[config.mk]
export PLATFORM = sky130hd
export DESIGN_NAME = encoder_roundtrip_sequencer_unit
export DESIGN_NICKNAME = d
export VERILOG_FILES = /design/src/sv/ers_pkg.sv /design/src/sv/ers_ctrl.sv /design/src/sv/ers_dp.sv /design/src/sv/encoder_roundtrip_sequencer_unit.sv
export SDC_FILE = /design/constraint.sdc
export NUM_CORES = 2
export LEC_CHECK = 0
export BUFFER_PORTS_ARGS = -buffer_cell sky130_fd_sc_hd__clkbuf_2
export CORE_ASPECT_RATIO = 1.5
export CORE_MARGIN = 8
export CORE_UTILIZATION = 60
export DETAILED_ROUTE_END_ITERATION = 8
export GPL_TIMING_DRIVEN = 0
export PLACE_DENSITY = 0.79
export SLEW_MARGIN = 20
export SYNTH_ARGS = -nofsm -noshare
export SYNTH_HDL_FRONTEND = slang
export SYNTH_SLANG_ARGS = --single-unit
[constraint.sdc]
create_clock -name clk -period 12 [get_ports clk]
set_input_delay 0.6 -clock clk [delete_from_list [all_inputs] [get_ports clk]]
set_output_delay 0.6 -clock clk [all_outputs]
set_load 0.01 [all_outputs]
[src/sv/ers_pkg.sv]
`timescale 1ns / 1ps
// ----------------------------------------------------------------------------
// ers_pkg
// Shared types, codes and constants of the encoder roundtrip sequencer.
// ----------------------------------------------------------------------------
package ers_pkg;

    localparam int CFG_COUNT   = 8;
    localparam int CFG_W       = 16;
    localparam int CFG_IDX_W   = 4;
    localparam int EV_W        = 14;
    localparam int DIV_STEPS   = 32;
    localparam int DIV_CNT_W   = $clog2(DIV_STEPS);

    // register indexes
    localparam logic [2:0] REG_ARM_DELAY   = 3'd0;
    localparam logic [2:0] REG_FWD_DRIVE   = 3'd1;
    localparam logic [2:0] REG_SETTLE      = 3'd2;
    localparam logic [2:0] REG_REV_PAUSE   = 3'd3;
    localparam logic [2:0] REG_REV_TIMEOUT = 3'd4;
    localparam logic [2:0] REG_LEFT_TOL    = 3'd5;
    localparam logic [2:0] REG_RIGHT_SLOW  = 3'd6;
    localparam logic [2:0] REG_RIGHT_LEAD  = 3'd7;

    // event bits
    localparam int EV_READY      = 0;
    localparam int EV_ARMING     = 1;
    localparam int EV_FWD_START  = 2;
    localparam int EV_FWD_STOP   = 3;
    localparam int EV_FWD_DONE   = 4;
    localparam int EV_LOW_LEFT   = 5;
    localparam int EV_REV_START  = 6;
    localparam int EV_LEFT_REACH = 7;
    localparam int EV_RIGHT_SLOW = 8;
    localparam int EV_RIGHT_STOP = 9;
    localparam int EV_REV_STOP   = 10;
    localparam int EV_RESULT     = 11;
    localparam int EV_SUMMARY    = 12;
    localparam int EV_ABORT      = 13;

    // wheel flag bits
    localparam int WF_LDONE = 0;
    localparam int WF_RDONE = 1;
    localparam int WF_LPUB  = 2;
    localparam int WF_RPUB  = 3;
    localparam int WF_LOW   = 4;

    localparam logic [2:0] CAUSE_NONE    = 3'd0;
    localparam logic [2:0] CAUSE_RX      = 3'd1;
    localparam logic [2:0] CAUSE_FWD_BAD = 3'd2;
    localparam logic [2:0] CAUSE_DIR     = 3'd3;
    localparam logic [2:0] CAUSE_REV_TO  = 3'd4;

    localparam logic [1:0] BRAKE_FAST = 2'd0;
    localparam logic [1:0] BRAKE_SLOW = 2'd1;
    localparam logic [1:0] BRAKE_DONE = 2'd2;

    localparam logic [7:0] DRV_LEFT_FWD   = 8'd60;
    localparam logic [7:0] DRV_RIGHT_FWD  = 8'd120;
    localparam logic [7:0] DRV_LEFT_REV   = 8'hC4;  // -60
    localparam logic [7:0] DRV_RIGHT_REV  = 8'h88;  // -120
    localparam logic [7:0] DRV_RIGHT_SLOW = 8'h9C;  // -100

    localparam logic [31:0] MIN_FRAMES     = 32'd20;
    localparam logic [31:0] AGE_READY      = 32'd100;
    localparam logic [31:0] AGE_DRIVE      = 32'd200;
    localparam logic [31:0] DIR_LIMIT      = 32'd50;
    localparam logic [31:0] LOW_LEFT_LIMIT = 32'd10;
    localparam logic [31:0] REPORT_MS      = 32'd1000;
    localparam logic [31:0] PERMILLE       = 32'd1000;

    typedef enum logic [3:0] {
        PH_WAIT    = 4'd0,
        PH_ARM     = 4'd1,
        PH_FWD     = 4'd2,
        PH_FSET    = 4'd3,
        PH_PAUSE   = 4'd4,
        PH_REV     = 4'd5,
        PH_RSET    = 4'd6,
        PH_DONE    = 4'd7,
        PH_ABORT   = 4'd8
    } phase_t;

    typedef enum logic [2:0] {
        S_IDLE,
        S_STEP,
        S_MUL,
        S_DLOAD,
        S_DIV,
        S_DSTORE,
        S_EMIT
    } ctrl_state_t;

    typedef struct packed {
        logic load;
        logic step;
        logic mul;
        logic dload;
        logic dstep;
        logic dstore;
        logic side;
        logic emit;
    } cmd_t;

    typedef struct packed {
        logic need_div;
        logic out_free;
    } status_t;

    function automatic logic [CFG_W-1:0] cfg_reset(input logic [2:0] idx);
        logic [CFG_W-1:0] v;
        case (idx)
            REG_ARM_DELAY:   v = 16'd5000;
            REG_FWD_DRIVE:   v = 16'd300;
            REG_SETTLE:      v = 16'd800;
            REG_REV_PAUSE:   v = 16'd300;
            REG_REV_TIMEOUT: v = 16'd2500;
            REG_LEFT_TOL:    v = 16'd5;
            REG_RIGHT_SLOW:  v = 16'd500;
            REG_RIGHT_LEAD:  v = 16'd60;
            default:         v = '0;
        endcase
        return v;
    endfunction

    function automatic logic [CFG_W-1:0] cfg_mask(input logic [2:0] idx);
        logic [CFG_W-1:0] v;
        case (idx)
            REG_LEFT_TOL: v = 16'h03FF;
            default:      v = 16'hFFFF;
        endcase
        return v;
    endfunction

endpackage

[src/sv/ers_ctrl.sv]
`timescale 1ns / 1ps
// ----------------------------------------------------------------------------
// ers_ctrl
// Sequencer: one step per item, then two shared divisions when results land.
// ----------------------------------------------------------------------------
module ers_ctrl (
    input  logic            clk,
    input  logic            rst_n,
    input  logic            in_valid,
    output logic            in_stall,
    input  ers_pkg::status_t status,
    output ers_pkg::cmd_t    cmd
);

    ers_pkg::ctrl_state_t state_reg, state_next;
    logic [ers_pkg::DIV_CNT_W-1:0] cnt_reg, cnt_next;
    logic side_reg, side_next;

    always_ff @(posedge clk or negedge rst_n)
    begin
        if (!rst_n)
        begin
            state_reg <= ers_pkg::S_IDLE;
            cnt_reg   <= '0;
            side_reg  <= 1'b0;
        end
        else
        begin
            state_reg <= state_next;
            cnt_reg   <= cnt_next;
            side_reg  <= side_next;
        end
    end

    always_comb
    begin
        state_next = state_reg;
        cnt_next   = cnt_reg;
        side_next  = side_reg;
        cmd        = '0;
        cmd.side   = side_reg;
        in_stall   = (state_reg != ers_pkg::S_IDLE);
        case (state_reg)
            ers_pkg::S_IDLE:
            begin
                if (in_valid)
                begin
                    cmd.load   = 1'b1;
                    state_next = ers_pkg::S_STEP;
                end
            end
            ers_pkg::S_STEP:
            begin
                cmd.step = 1'b1;
                side_next = 1'b0;
                state_next = status.need_div ? ers_pkg::S_MUL : ers_pkg::S_EMIT;
            end
            ers_pkg::S_MUL:
            begin
                cmd.mul    = 1'b1;
                state_next = ers_pkg::S_DLOAD;
            end
            ers_pkg::S_DLOAD:
            begin
                cmd.dload  = 1'b1;
                cnt_next   = '0;
                state_next = ers_pkg::S_DIV;
            end
            ers_pkg::S_DIV:
            begin
                cmd.dstep = 1'b1;
                cnt_next  = cnt_reg + 1'b1;
                if (cnt_reg == ers_pkg::DIV_CNT_W'(ers_pkg::DIV_STEPS - 1))
                begin
                    state_next = ers_pkg::S_DSTORE;
                end
            end
            ers_pkg::S_DSTORE:
            begin
                cmd.dstore = 1'b1;
                if (side_reg)
                begin
                    state_next = ers_pkg::S_EMIT;
                end
                else
                begin
                    side_next  = 1'b1;
                    state_next = ers_pkg::S_MUL;
                end
            end
            ers_pkg::S_EMIT:
            begin
                if (status.out_free)
                begin
                    cmd.emit   = 1'b1;
                    state_next = ers_pkg::S_IDLE;
                end
            end
            default:
            begin
                state_next = ers_pkg::S_IDLE;
            end
        endcase
    end

    a_step_once: assert property (@(posedge clk) disable iff (!rst_n)
        state_reg == ers_pkg::S_STEP |=> state_reg != ers_pkg::S_STEP)
        else $error("step issued twice for one item");

endmodule

[src/sv/ers_dp.sv]
`timescale 1ns / 1ps
// ----------------------------------------------------------------------------
// ers_dp
// Datapath: sequencer state, per-tick step logic, per-mille divider, output.
// ----------------------------------------------------------------------------
module ers_dp (
    input  logic                          clk,
    input  logic                          rst_n,
    input  ers_pkg::cmd_t                 cmd,
    output ers_pkg::status_t              status,
    input  logic                          cfg_we,
    input  logic [ers_pkg::CFG_IDX_W-1:0] cfg_index,
    input  logic [ers_pkg::CFG_W-1:0]     cfg_data,
    input  logic [31:0]                   now_ms,
    input  logic [31:0]                   rx_valid_count,
    input  logic [31:0]                   last_rx_ms,
    input  logic signed [31:0]            left_total,
    input  logic signed [31:0]            right_total,
    output logic                          out_valid,
    input  logic                          out_stall,
    output logic signed [7:0]             left_drive,
    output logic signed [7:0]             right_drive,
    output logic [3:0]                    phase,
    output logic [13:0]                   event_flags,
    output logic [2:0]                    abort_cause,
    output logic                          result_ready,
    output logic signed [31:0]            target_left,
    output logic signed [31:0]            target_right,
    output logic signed [31:0]            error_left,
    output logic signed [31:0]            error_right,
    output logic signed [31:0]            error_left_permille,
    output logic signed [31:0]            error_right_permille
);

    logic [ers_pkg::CFG_W-1:0] cfg_reg [ers_pkg::CFG_COUNT];

    // captured item
    logic [31:0] now_reg, cnt_reg, lrx_reg, lt_reg, rt_reg;

    ers_pkg::phase_t phase_reg, phase_next;
    logic [31:0] phase_start_reg, phase_start_next;
    logic [31:0] baseline_reg, baseline_next;
    logic [31:0] last_arming_reg, last_arming_next;
    logic [31:0] last_summary_reg, last_summary_next;
    logic [31:0] fsl_reg, fsl_next, fsr_reg, fsr_next;
    logic [31:0] rsl_reg, rsl_next, rsr_reg, rsr_next;
    logic [31:0] rev_ms_reg, rev_ms_next;
    logic [31:0] tgt_l_reg, tgt_l_next, tgt_r_reg, tgt_r_next;
    logic [31:0] err_l_reg, err_l_next, err_r_reg, err_r_next;
    logic [31:0] perm_l_reg, perm_r_reg;
    logic [4:0]  wf_reg, wf_next;
    logic [1:0]  brake_reg, brake_next;
    logic [2:0]  abort_reg, abort_next;
    logic        valid_reg, valid_next;

    logic [ers_pkg::EV_W-1:0] ev_reg, ev_next;
    logic [7:0] ld_reg, ld_next, rd_reg, rd_next;

    // divider
    logic [31:0] mul_reg;
    logic [31:0] dq_reg, dd_reg, drem_reg;
    logic        dneg_reg, dzero_reg;
    logic [31:0] mul_op, mul_next;
    logic [32:0] shifted, trial;
    logic [31:0] quo_signed;

    logic out_valid_reg;
    logic need_div;

    // step scratch
    logic [31:0] el, rx_age, base, tl, tr, rl, rr, rem, left_goal, rev_el, err_l_calc;
    logic        fresh100, fresh200;

    // cfg registers
    always_ff @(posedge clk or negedge rst_n)
    begin
        if (!rst_n)
        begin
            for (int i = 0; i < ers_pkg::CFG_COUNT; i++)
            begin
                cfg_reg[i] <= ers_pkg::cfg_reset(3'(i));
            end
        end
        else if (cfg_we && cfg_index < ers_pkg::CFG_IDX_W'(ers_pkg::CFG_COUNT))
        begin
            cfg_reg[cfg_index[2:0]] <= cfg_data & ers_pkg::cfg_mask(cfg_index[2:0]);
        end
    end

    always_ff @(posedge clk)
    begin
        if (cmd.load)
        begin
            now_reg <= now_ms;
            cnt_reg <= rx_valid_count;
            lrx_reg <= last_rx_ms;
            lt_reg  <= left_total;
            rt_reg  <= right_total;
        end
    end

    always_comb
    begin
        el        = now_reg - phase_start_reg;
        rx_age    = now_reg - lrx_reg;
        fresh100  = (cnt_reg != '0) && (rx_age <= ers_pkg::AGE_READY);
        fresh200  = (cnt_reg != '0) && (rx_age <= ers_pkg::AGE_DRIVE);
        base      = (baseline_reg == '0) ? cnt_reg : baseline_reg;
        tl        = lt_reg - fsl_reg;
        tr        = rt_reg - fsr_reg;
        rl        = lt_reg - rsl_reg;
        rr        = rt_reg - rsr_reg;
        rem       = tgt_r_reg + rr;
        left_goal = 32'd0 - (tgt_l_reg - {22'b0, cfg_reg[ers_pkg::REG_LEFT_TOL][9:0]});
        rev_el    = now_reg - rev_ms_reg;
        err_l_calc = tgt_l_reg + rl;

        phase_next        = phase_reg;
        phase_start_next  = phase_start_reg;
        baseline_next     = baseline_reg;
        last_arming_next  = last_arming_reg;
        last_summary_next = last_summary_reg;
        fsl_next          = fsl_reg;
        fsr_next          = fsr_reg;
        rsl_next          = rsl_reg;
        rsr_next          = rsr_reg;
        rev_ms_next       = rev_ms_reg;
        tgt_l_next        = tgt_l_reg;
        tgt_r_next        = tgt_r_reg;
        err_l_next        = err_l_reg;
        err_r_next        = err_r_reg;
        wf_next           = wf_reg;
        brake_next        = brake_reg;
        abort_next        = abort_reg;
        valid_next        = valid_reg;
        ev_next           = '0;
        ld_next           = '0;
        rd_next           = '0;
        need_div          = 1'b0;

        if ((phase_reg == ers_pkg::PH_FWD || phase_reg == ers_pkg::PH_REV) && !fresh200)
        begin
            abort_next = ers_pkg::CAUSE_RX;
            phase_next = ers_pkg::PH_ABORT;
            ev_next[ers_pkg::EV_ABORT] = 1'b1;
        end
        else
        begin
            case (phase_reg)
                ers_pkg::PH_WAIT:
                begin
                    baseline_next = base;
                    if ((cnt_reg - base) >= ers_pkg::MIN_FRAMES && fresh100)
                    begin
                        phase_next       = ers_pkg::PH_ARM;
                        phase_start_next = now_reg;
                        last_arming_next = now_reg;
                        ev_next[ers_pkg::EV_READY] = 1'b1;
                    end
                end
                ers_pkg::PH_ARM:
                begin
                    if (el >= {16'b0, cfg_reg[ers_pkg::REG_ARM_DELAY]})
                    begin
                        phase_next       = ers_pkg::PH_FWD;
                        phase_start_next = now_reg;
                        fsl_next         = lt_reg;
                        fsr_next         = rt_reg;
                        ev_next[ers_pkg::EV_FWD_START] = 1'b1;
                        ld_next = ers_pkg::DRV_LEFT_FWD;
                        rd_next = ers_pkg::DRV_RIGHT_FWD;
                    end
                    else if ((now_reg - last_arming_reg) >= ers_pkg::REPORT_MS)
                    begin
                        last_arming_next = now_reg;
                        ev_next[ers_pkg::EV_ARMING] = 1'b1;
                    end
                end
                ers_pkg::PH_FWD:
                begin
                    if (el >= {16'b0, cfg_reg[ers_pkg::REG_FWD_DRIVE]})
                    begin
                        phase_next       = ers_pkg::PH_FSET;
                        phase_start_next = now_reg;
                        ev_next[ers_pkg::EV_FWD_STOP] = 1'b1;
                    end
                    else
                    begin
                        ld_next = ers_pkg::DRV_LEFT_FWD;
                        rd_next = ers_pkg::DRV_RIGHT_FWD;
                    end
                end
                ers_pkg::PH_FSET:
                begin
                    if (el >= {16'b0, cfg_reg[ers_pkg::REG_SETTLE]})
                    begin
                        tgt_l_next = tl;
                        tgt_r_next = tr;
                        if (tl[31] || tr[31] || tr == '0)
                        begin
                            abort_next = ers_pkg::CAUSE_FWD_BAD;
                            phase_next = ers_pkg::PH_ABORT;
                            ev_next[ers_pkg::EV_ABORT] = 1'b1;
                        end
                        else
                        begin
                            phase_next       = ers_pkg::PH_PAUSE;
                            phase_start_next = now_reg;
                            ev_next[ers_pkg::EV_FWD_DONE] = 1'b1;
                            if ($signed(tl) < $signed(ers_pkg::LOW_LEFT_LIMIT))
                            begin
                                wf_next[ers_pkg::WF_LOW] = 1'b1;
                            end
                        end
                    end
                end
                ers_pkg::PH_PAUSE:
                begin
                    if (wf_reg[ers_pkg::WF_LOW])
                    begin
                        wf_next[ers_pkg::WF_LOW] = 1'b0;
                        ev_next[ers_pkg::EV_LOW_LEFT] = 1'b1;
                    end
                    if (el >= {16'b0, cfg_reg[ers_pkg::REG_REV_PAUSE]})
                    begin
                        phase_next       = ers_pkg::PH_REV;
                        phase_start_next = now_reg;
                        rev_ms_next      = now_reg;
                        rsl_next         = lt_reg;
                        rsr_next         = rt_reg;
                        // any low-left event has already been published, so all flags clear
                        wf_next          = '0;
                        brake_next       = ers_pkg::BRAKE_FAST;
                        ev_next[ers_pkg::EV_REV_START] = 1'b1;
                        if ($signed({tgt_l_reg[31], tgt_l_reg}) <=
                            $signed({23'b0, cfg_reg[ers_pkg::REG_LEFT_TOL][9:0]}))
                        begin
                            wf_next[ers_pkg::WF_LDONE] = 1'b1;
                            wf_next[ers_pkg::WF_LPUB]  = 1'b1;
                            ev_next[ers_pkg::EV_LEFT_REACH] = 1'b1;
                        end
                    end
                end
                ers_pkg::PH_REV:
                begin
                    if ($signed(rl) > $signed(ers_pkg::DIR_LIMIT) ||
                        $signed(rr) > $signed(ers_pkg::DIR_LIMIT))
                    begin
                        abort_next = ers_pkg::CAUSE_DIR;
                        phase_next = ers_pkg::PH_ABORT;
                        ev_next[ers_pkg::EV_ABORT] = 1'b1;
                    end
                    else if (rev_el >= {16'b0, cfg_reg[ers_pkg::REG_REV_TIMEOUT]} &&
                             !(wf_reg[ers_pkg::WF_LDONE] && wf_reg[ers_pkg::WF_RDONE]))
                    begin
                        abort_next = ers_pkg::CAUSE_REV_TO;
                        phase_next = ers_pkg::PH_ABORT;
                        ev_next[ers_pkg::EV_ABORT] = 1'b1;
                    end
                    else
                    begin
                        if (!wf_reg[ers_pkg::WF_LDONE] && $signed(rl) <= $signed(left_goal))
                        begin
                            wf_next[ers_pkg::WF_LDONE] = 1'b1;
                            if (!wf_reg[ers_pkg::WF_LPUB])
                            begin
                                wf_next[ers_pkg::WF_LPUB] = 1'b1;
                                ev_next[ers_pkg::EV_LEFT_REACH] = 1'b1;
                            end
                        end
                        if (!wf_reg[ers_pkg::WF_RDONE] && brake_reg == ers_pkg::BRAKE_FAST &&
                            $signed({rem[31], rem}) <=
                            $signed({17'b0, cfg_reg[ers_pkg::REG_RIGHT_SLOW]}))
                        begin
                            brake_next = ers_pkg::BRAKE_SLOW;
                            ev_next[ers_pkg::EV_RIGHT_SLOW] = 1'b1;
                        end
                        else if (!wf_reg[ers_pkg::WF_RDONE] &&
                                 brake_reg == ers_pkg::BRAKE_SLOW &&
                                 $signed({rem[31], rem}) <=
                                 $signed({17'b0, cfg_reg[ers_pkg::REG_RIGHT_LEAD]}))
                        begin
                            wf_next[ers_pkg::WF_RDONE] = 1'b1;
                            brake_next = ers_pkg::BRAKE_DONE;
                            if (!wf_reg[ers_pkg::WF_RPUB])
                            begin
                                wf_next[ers_pkg::WF_RPUB] = 1'b1;
                                ev_next[ers_pkg::EV_RIGHT_STOP] = 1'b1;
                            end
                        end
                        if (wf_next[ers_pkg::WF_LDONE] && wf_next[ers_pkg::WF_RDONE])
                        begin
                            phase_next       = ers_pkg::PH_RSET;
                            phase_start_next = now_reg;
                            ev_next[ers_pkg::EV_REV_STOP] = 1'b1;
                        end
                        else
                        begin
                            ld_next = wf_next[ers_pkg::WF_LDONE] ? 8'd0 : ers_pkg::DRV_LEFT_REV;
                            if (wf_next[ers_pkg::WF_RDONE])
                            begin
                                rd_next = 8'd0;
                            end
                            else if (brake_next == ers_pkg::BRAKE_SLOW)
                            begin
                                rd_next = ers_pkg::DRV_RIGHT_SLOW;
                            end
                            else
                            begin
                                rd_next = ers_pkg::DRV_RIGHT_REV;
                            end
                        end
                    end
                end
                ers_pkg::PH_RSET:
                begin
                    if (el >= {16'b0, cfg_reg[ers_pkg::REG_SETTLE]})
                    begin
                        err_l_next        = err_l_calc;
                        err_r_next        = tgt_r_reg + rr;
                        valid_next        = 1'b1;
                        phase_next        = ers_pkg::PH_DONE;
                        last_summary_next = now_reg;
                        ev_next[ers_pkg::EV_RESULT] = 1'b1;
                        need_div          = 1'b1;
                    end
                end
                ers_pkg::PH_DONE:
                begin
                    if ((now_reg - last_summary_reg) >= ers_pkg::REPORT_MS)
                    begin
                        last_summary_next = now_reg;
                        ev_next[ers_pkg::EV_SUMMARY] = 1'b1;
                    end
                end
                default:
                begin
                end
            endcase
        end
    end

    always_ff @(posedge clk or negedge rst_n)
    begin
        if (!rst_n)
        begin
            phase_reg        <= ers_pkg::PH_WAIT;
            phase_start_reg  <= '0;
            baseline_reg     <= '0;
            last_arming_reg  <= '0;
            last_summary_reg <= '0;
            fsl_reg          <= '0;
            fsr_reg          <= '0;
            rsl_reg          <= '0;
            rsr_reg          <= '0;
            rev_ms_reg       <= '0;
            tgt_l_reg        <= '0;
            tgt_r_reg        <= '0;
            err_l_reg        <= '0;
            err_r_reg        <= '0;
            perm_l_reg       <= '0;
            perm_r_reg       <= '0;
            wf_reg           <= '0;
            brake_reg        <= ers_pkg::BRAKE_FAST;
            abort_reg        <= ers_pkg::CAUSE_NONE;
            valid_reg        <= 1'b0;
            ev_reg           <= '0;
            ld_reg           <= '0;
            rd_reg           <= '0;
        end
        else
        begin
            if (cmd.step)
            begin
                phase_reg        <= phase_next;
                phase_start_reg  <= phase_start_next;
                baseline_reg     <= baseline_next;
                last_arming_reg  <= last_arming_next;
                last_summary_reg <= last_summary_next;
                fsl_reg          <= fsl_next;
                fsr_reg          <= fsr_next;
                rsl_reg          <= rsl_next;
                rsr_reg          <= rsr_next;
                rev_ms_reg       <= rev_ms_next;
                tgt_l_reg        <= tgt_l_next;
                tgt_r_reg        <= tgt_r_next;
                err_l_reg        <= err_l_next;
                err_r_reg        <= err_r_next;
                wf_reg           <= wf_next;
                brake_reg        <= brake_next;
                abort_reg        <= abort_next;
                valid_reg        <= valid_next;
                ev_reg           <= ev_next;
                ld_reg           <= ld_next;
                rd_reg           <= rd_next;
            end
            if (cmd.dstore)
            begin
                if (cmd.side)
                begin
                    perm_r_reg <= dzero_reg ? 32'd0 : quo_signed;
                end
                else
                begin
                    perm_l_reg <= dzero_reg ? 32'd0 : quo_signed;
                end
            end
        end
    end

    // per-mille: err * 1000 wrapped, then signed divide truncating toward zero
    assign mul_op     = cmd.side ? err_r_reg : err_l_reg;
    assign mul_next   = 32'(mul_op * ers_pkg::PERMILLE);
    assign shifted    = {drem_reg, dq_reg[31]};
    assign trial      = shifted - {1'b0, dd_reg};
    assign quo_signed = dneg_reg ? (32'd0 - dq_reg) : dq_reg;

    always_ff @(posedge clk)
    begin
        if (cmd.mul)
        begin
            mul_reg <= mul_next;
        end
        if (cmd.dload)
        begin
            logic [31:0] den;
            den       = cmd.side ? tgt_r_reg : tgt_l_reg;
            dq_reg    <= mul_reg[31] ? (32'd0 - mul_reg) : mul_reg;
            dd_reg    <= den[31] ? (32'd0 - den) : den;
            drem_reg  <= '0;
            dneg_reg  <= mul_reg[31] ^ den[31];
            dzero_reg <= (den == '0);
        end
        else if (cmd.dstep)
        begin
            if (!trial[32])
            begin
                drem_reg <= trial[31:0];
                dq_reg   <= {dq_reg[30:0], 1'b1};
            end
            else
            begin
                drem_reg <= shifted[31:0];
                dq_reg   <= {dq_reg[30:0], 1'b0};
            end
        end
    end

    // output register
    assign status = '{need_div: need_div, out_free: (!out_valid_reg || !out_stall)};

    always_ff @(posedge clk or negedge rst_n)
    begin
        if (!rst_n)
        begin
            out_valid_reg <= 1'b0;
        end
        else if (cmd.emit)
        begin
            out_valid_reg <= 1'b1;
        end
        else if (!out_stall)
        begin
            out_valid_reg <= 1'b0;
        end
    end

    always_ff @(posedge clk)
    begin
        if (cmd.emit)
        begin
            left_drive           <= ld_reg;
            right_drive          <= rd_reg;
            phase                <= phase_reg;
            event_flags          <= ev_reg;
            abort_cause          <= abort_reg;
            result_ready         <= valid_reg;
            target_left          <= tgt_l_reg;
            target_right         <= tgt_r_reg;
            error_left           <= err_l_reg;
            error_right          <= err_r_reg;
            error_left_permille  <= perm_l_reg;
            error_right_permille <= perm_r_reg;
        end
    end

    assign out_valid = out_valid_reg;

    a_valid_in_done: assert property (@(posedge clk) disable iff (!rst_n)
        $rose(valid_reg) |-> phase_reg == ers_pkg::PH_DONE)
        else $error("result flagged outside done phase");

    a_cause_only_abort: assert property (@(posedge clk) disable iff (!rst_n)
        abort_reg != ers_pkg::CAUSE_NONE |-> phase_reg == ers_pkg::PH_ABORT)
        else $error("abort cause set without abort phase");

    a_div_excl_step: assert property (@(posedge clk) disable iff (!rst_n)
        cmd.dstep |-> !cmd.step && !cmd.emit)
        else $error("divider step overlaps step or emit");

endmodule

[src/sv/encoder_roundtrip_sequencer_unit.sv]
`timescale 1ns / 1ps
// ----------------------------------------------------------------------------
// encoder_roundtrip_sequencer_unit
// Forward/reverse roundtrip test sequencer for a two-wheel drive.
// ----------------------------------------------------------------------------
// One item per millisecond tick; each tick yields one item with both motor
// commands, phase, event mask and results. A plain tick runs from accept to
// output through capture, step and emit. The tick that finishes the final
// settle runs two per-mille divisions on one shared radix-2 divider, each
// made of multiply, load, 32 iterations and store.
// The input stalls while a tick is being worked; a finished item waits in the
// output register while the next tick is accepted.
module encoder_roundtrip_sequencer_unit (
    input  logic                          clk,
    input  logic                          rst_n,
    input  logic                          cfg_we,
    input  logic [ers_pkg::CFG_IDX_W-1:0] cfg_index,
    input  logic [ers_pkg::CFG_W-1:0]     cfg_data,
    input  logic                          in_valid,
    output logic                          in_stall,
    input  logic [31:0]                   now_ms,
    input  logic [31:0]                   rx_valid_count,
    input  logic [31:0]                   last_rx_ms,
    input  logic signed [31:0]            left_total,
    input  logic signed [31:0]            right_total,
    output logic                          out_valid,
    input  logic                          out_stall,
    output logic signed [7:0]             left_drive,
    output logic signed [7:0]             right_drive,
    output logic [3:0]                    phase,
    output logic [13:0]                   event_flags,
    output logic [2:0]                    abort_cause,
    output logic                          result_ready,
    output logic signed [31:0]            target_left,
    output logic signed [31:0]            target_right,
    output logic signed [31:0]            error_left,
    output logic signed [31:0]            error_right,
    output logic signed [31:0]            error_left_permille,
    output logic signed [31:0]            error_right_permille
);

    ers_pkg::cmd_t    cmd;
    ers_pkg::status_t status;

    ers_ctrl u_ctrl (
        .clk      (clk),
        .rst_n    (rst_n),
        .in_valid (in_valid),
        .in_stall (in_stall),
        .status   (status),
        .cmd      (cmd)
    );

    ers_dp u_dp (
        .clk                  (clk),
        .rst_n                (rst_n),
        .cmd                  (cmd),
        .status               (status),
        .cfg_we               (cfg_we),
        .cfg_index            (cfg_index),
        .cfg_data             (cfg_data),
        .now_ms               (now_ms),
        .rx_valid_count       (rx_valid_count),
        .last_rx_ms           (last_rx_ms),
        .left_total           (left_total),
        .right_total          (right_total),
        .out_valid            (out_valid),
        .out_stall            (out_stall),
        .left_drive           (left_drive),
        .right_drive          (right_drive),
        .phase                (phase),
        .event_flags          (event_flags),
        .abort_cause          (abort_cause),
        .result_ready         (result_ready),
        .target_left          (target_left),
        .target_right         (target_right),
        .error_left           (error_left),
        .error_right          (error_right),
        .error_left_permille  (error_left_permille),
        .error_right_permille (error_right_permille)
    );

endmodule
==> impl_results.md <==
* Result of the run: complete, no violations
* Post-detailed-route DRC marker count at 0
* Critical Path Stages at 27
* Area of the multi-input gates at 40200 um^2
* Startpoint type of the worst setup path: register
* Peak supply drop at 186 uV
* Skew-Pair Late Insertion Delay at 0.76 ns
* Clock tree from TritonCTS: built
* Setup Crit Path Kind: register to register
* Final total power at 15000 uW
* Clock transition at the register clock pins on the worst setup and hold paths after CTS at 0.07 ns
* Pin count of the biggest net entering global routing at 94
* Final Max Tran Viols at 0
* Max stage delay on crit path at 0.75 ns
* Buffers plus inverters on the worst setup path at 9
* Number of synthesized register bits at 1156
* Ratio of routed vias to standard cells at 6.16
* Starting density of the core at 60.4%
* Most common cell after layout, fill and taps aside: sky130_fd_sc_hd__nand2_1
* Width of the die at 304 um
* Post-Syn Area per Cell at 9.92 um^2
* Setup slack, reg-to-reg at 1.39 ns
* RSZ-0062 raised after global routing: false
* CP arrival at 11.07 ns
* Critical path destination: u_dp.mul_reg[31]
* Total I/O pin count at 417
* Count of cells resized by post-cts repair at 0
* Syn Std Cell Area at 74700 um^2
* Async set-or-reset flop fraction in the synthesized netlist at 56.1%
* Sink Count at ~1200
* Number of flip-flops in the largest register at 122
* DP Wirelength at 180 mm
* Largest buffer count on any clock path at 3
* Gate Count Post-Synth at 7524
* Critical register-to-register path endpoint: u_dp.mul_reg[31]
* Wire length of the first global-routing pass at 352 mm
* Via count of the first global-routing pass at 61800
* Top cell by count, worst path: sky130_fd_sc_hd__clkbuf_1
* Total GRT Usage at 33.1%
* Share of final-layout standard cells stronger than drive strength 1 at 13.6%
* Number of cell instances on the worst register-to-register path at 27
* Highest net fanout along the worst path at 10
* Finished Layout Cells at 9932
* Reported leakage power at about 0.038 uW
* Core area at about 120000 um^2
* Sequential cell area at 31200 um^2
* Share of the synthesized area in the top cell type at roughly 21%
* Violation count after the first detailed-routing iteration at between 4000 and 5000
* Final weighted congestion in routability-driven placement at 1.01
* Filler cell count at around 9500
* Worst path top cell family by delay: buffers and inverters
* Hold_ws at 0.0465 ns
* Number of failing setup endpoints in the final timing report at 0
* Type of destination of the critical path: register
* Worst flop-to-flop path startpoint: u_ctrl.side_reg
* Cell types with the largest area share after synthesis: sky130_fd_sc_hd__dfrtp_1, sky130_fd_sc_hd__edfxtp_1, sky130_fd_sc_hd__ha_1
* Required @ worst endpoint at 12.46 ns
* NumNets Final at approximately 9100
* Relative area change from synthesis to final layout at 13.4%
* Routed via count at 61100
* Max-capacitance violation count at 0
* Placed Cells at 9563
* Number of distinct library cell variants in the gate-level netlist after synthesis at 96
* Number of port buffers at roughly 410
* Final ANT Viol Nets at 0
* Number of antenna violations at the first check in global routing at 19
* Count of H-tree levels built during CTS at 3
* CTS root buf: sky130_fd_sc_hd__clkbuf_16
* Sequential area share after synthesis at between 40% and 50%
* Post-CTS Setup Inserts at 0
* Chip Height at 448 um
* Synthesis Warnings at 0
* Worst min-delay path category: primary input to register
* Final wirelength at around 230 mm
* CP startpoint: u_ctrl.side_reg
* Number of buffers added by the clock tree synthesis step at 111
* Power per unit of standard cell area at 177 nW/um^2
* Number of flops mapped to enable cells by yosys at 476
* Final clock skew at around 0.034 ns
* Share of the clock period used by the worst path after layout at 88.4%
* Average wire length per cell after detail routing at 23.2 um
* Highest clock frequency the design can meet at 94.3 MHz
* Full die area at 136000 um^2
* Slowest-stage cell, CP: sky130_fd_sc_hd__clkbuf_1
* Hold Fails Final Rpt at 0
* TNS Setup at 0 ns
* Primary flip-flop cell chosen by synthesis mapping: sky130_fd_sc_hd__dfrtp_1
* Biggest area consumer among synthesized cells: sky130_fd_sc_hd__dfrtp_1
* Minimum clock period at 10.61 ns
* Highest-count cells in the layout ignoring fill and taps: sky130_fd_sc_hd__nand2_1, sky130_fd_sc_hd__inv_1, sky130_fd_sc_hd__ha_1, sky130_fd_sc_hd__dfrtp_1, sky130_fd_sc_hd__o21ai_0
* First drt pass iteration count at 6
* Total grt overflow at 0
* Headroom to the max-slew limit at approximately 16%
* Standard-cell row count at between 150 and 200
* Slew @ Worst Pin at about 1.2 ns
Yosys cell counts, drive strengths merged (18+ instances only):
cell type,count
o41ai,18
xor2,174
o21bai,53
dfrtp,615
a21oi,493
mux2i,65
nor3b,21
edfxtp,476
nor2b,83
or3,64
or4,27
mux2,360
nand3,110
ha,631
nand3b,24
o22ai,23
a211o,26
dfstp,33
o31ai,82
a31oi,58
o21ai,568
a211oi,55
a31o,21
or2,26
nand2,725
a21boi,20
o21a,82
dfxtp,32
clkbuf,172
o211ai,42
and2,29
nor2,417
a21o,186
xnor2,228
a2111oi,23
and3,48
fa,104
nand4,80
nor4,50
buf,45
nand2b,103
nor3,126
inv,655
final cells by class:
cell class | count | share of cell area [%]
Antenna cell | 9 | 0.0266
Tap cell | 1600 | 2.36
Buffer | 217 | 1.07
Sequential cell | 1156 | 36.8
Timing Repair Buffer | 584 | 4.85
Multi-Input combinational cell | 5498 | 47.5
Inverter | 656 | 2.91
Clock inverter | 68 | 0.771
Clock buffer | 144 | 3.70
worst min-delay path by stage:
stage,start,cells after the start,slack (ns),endpoint
floorplan,rst_n,0,0.30,u_ctrl.cnt_reg[0]
detailed placement,u_dp.perm_l_reg[8],0,0.43,u_dp.error_left_permille[8]
global route,rx_valid_count[2],1,0.03,u_dp.cnt_reg[2]
CTS,rx_valid_count[28],1,0.001,u_dp.cnt_reg[28]
finish,now_ms[19],1,0.05,u_dp.now_reg[19]
global placement,u_dp.err_r_reg[31],0,0.43,u_dp.error_right[31]
report_power, final:
part,leakage (uW),switching [uW],internal [uW]
logic,0.0224,3700,2240
registers,0.0133,499,4890
clock network,0.00183,1660,2020
total,0.0375,5860,9140
layer usage:
metal / part of all wire (%) / GRT usage [%] / wire [um]
met1: 36 / 35.0 / 82500
met4: 8.8 / 25.7 / 20300
met5: 0.058 / 0 / 134
met3: 5.2 / 5.11 / 11900
met2: 50 / 59.2 / 116000
kinds of logic (layout without fill, tap and decap cells):
| group | Yosys count | after routing | share of synthesized area [%] |
|---|---|---|---|
| XOR/XNOR | 403 | 403 | 4.75 |
| flip-flops | 1156 | 1156 | 41.8 |
| AND/OR/NAND/NOR | 1994 | 1994 | 12.9 |
| other | 1 | 13 | 0.00502 |
| buffers and inverters | 873 | 1669 | 4.51 |
| multiplexers | 425 | 425 | 6.30 |
| AO/OA/AOI/OAI | 1937 | 1937 | 16.4 |
| adder cells (fa/ha/maj) | 735 | 735 | 13.4 |
metrics by stage:
step	setup WS, ns	utilization, %	area [um^2]
after floorplan	1.27	-	74700
after global placement	-5.24	63.7	78700
after detailed placement	1.53	64.2	79400
after CTS	1.44	68.5	84600
after global routing	0.933	68.5	84700
final	1.39	68.5	84700
what timing repair did:
item,4_1_cts,5_1_grt
hold buffers,148,0
endpoints found under the hold margin,164,0
setup endpoints to repair,0,0
Note: power is estimated with default switching activity, not from simulation.
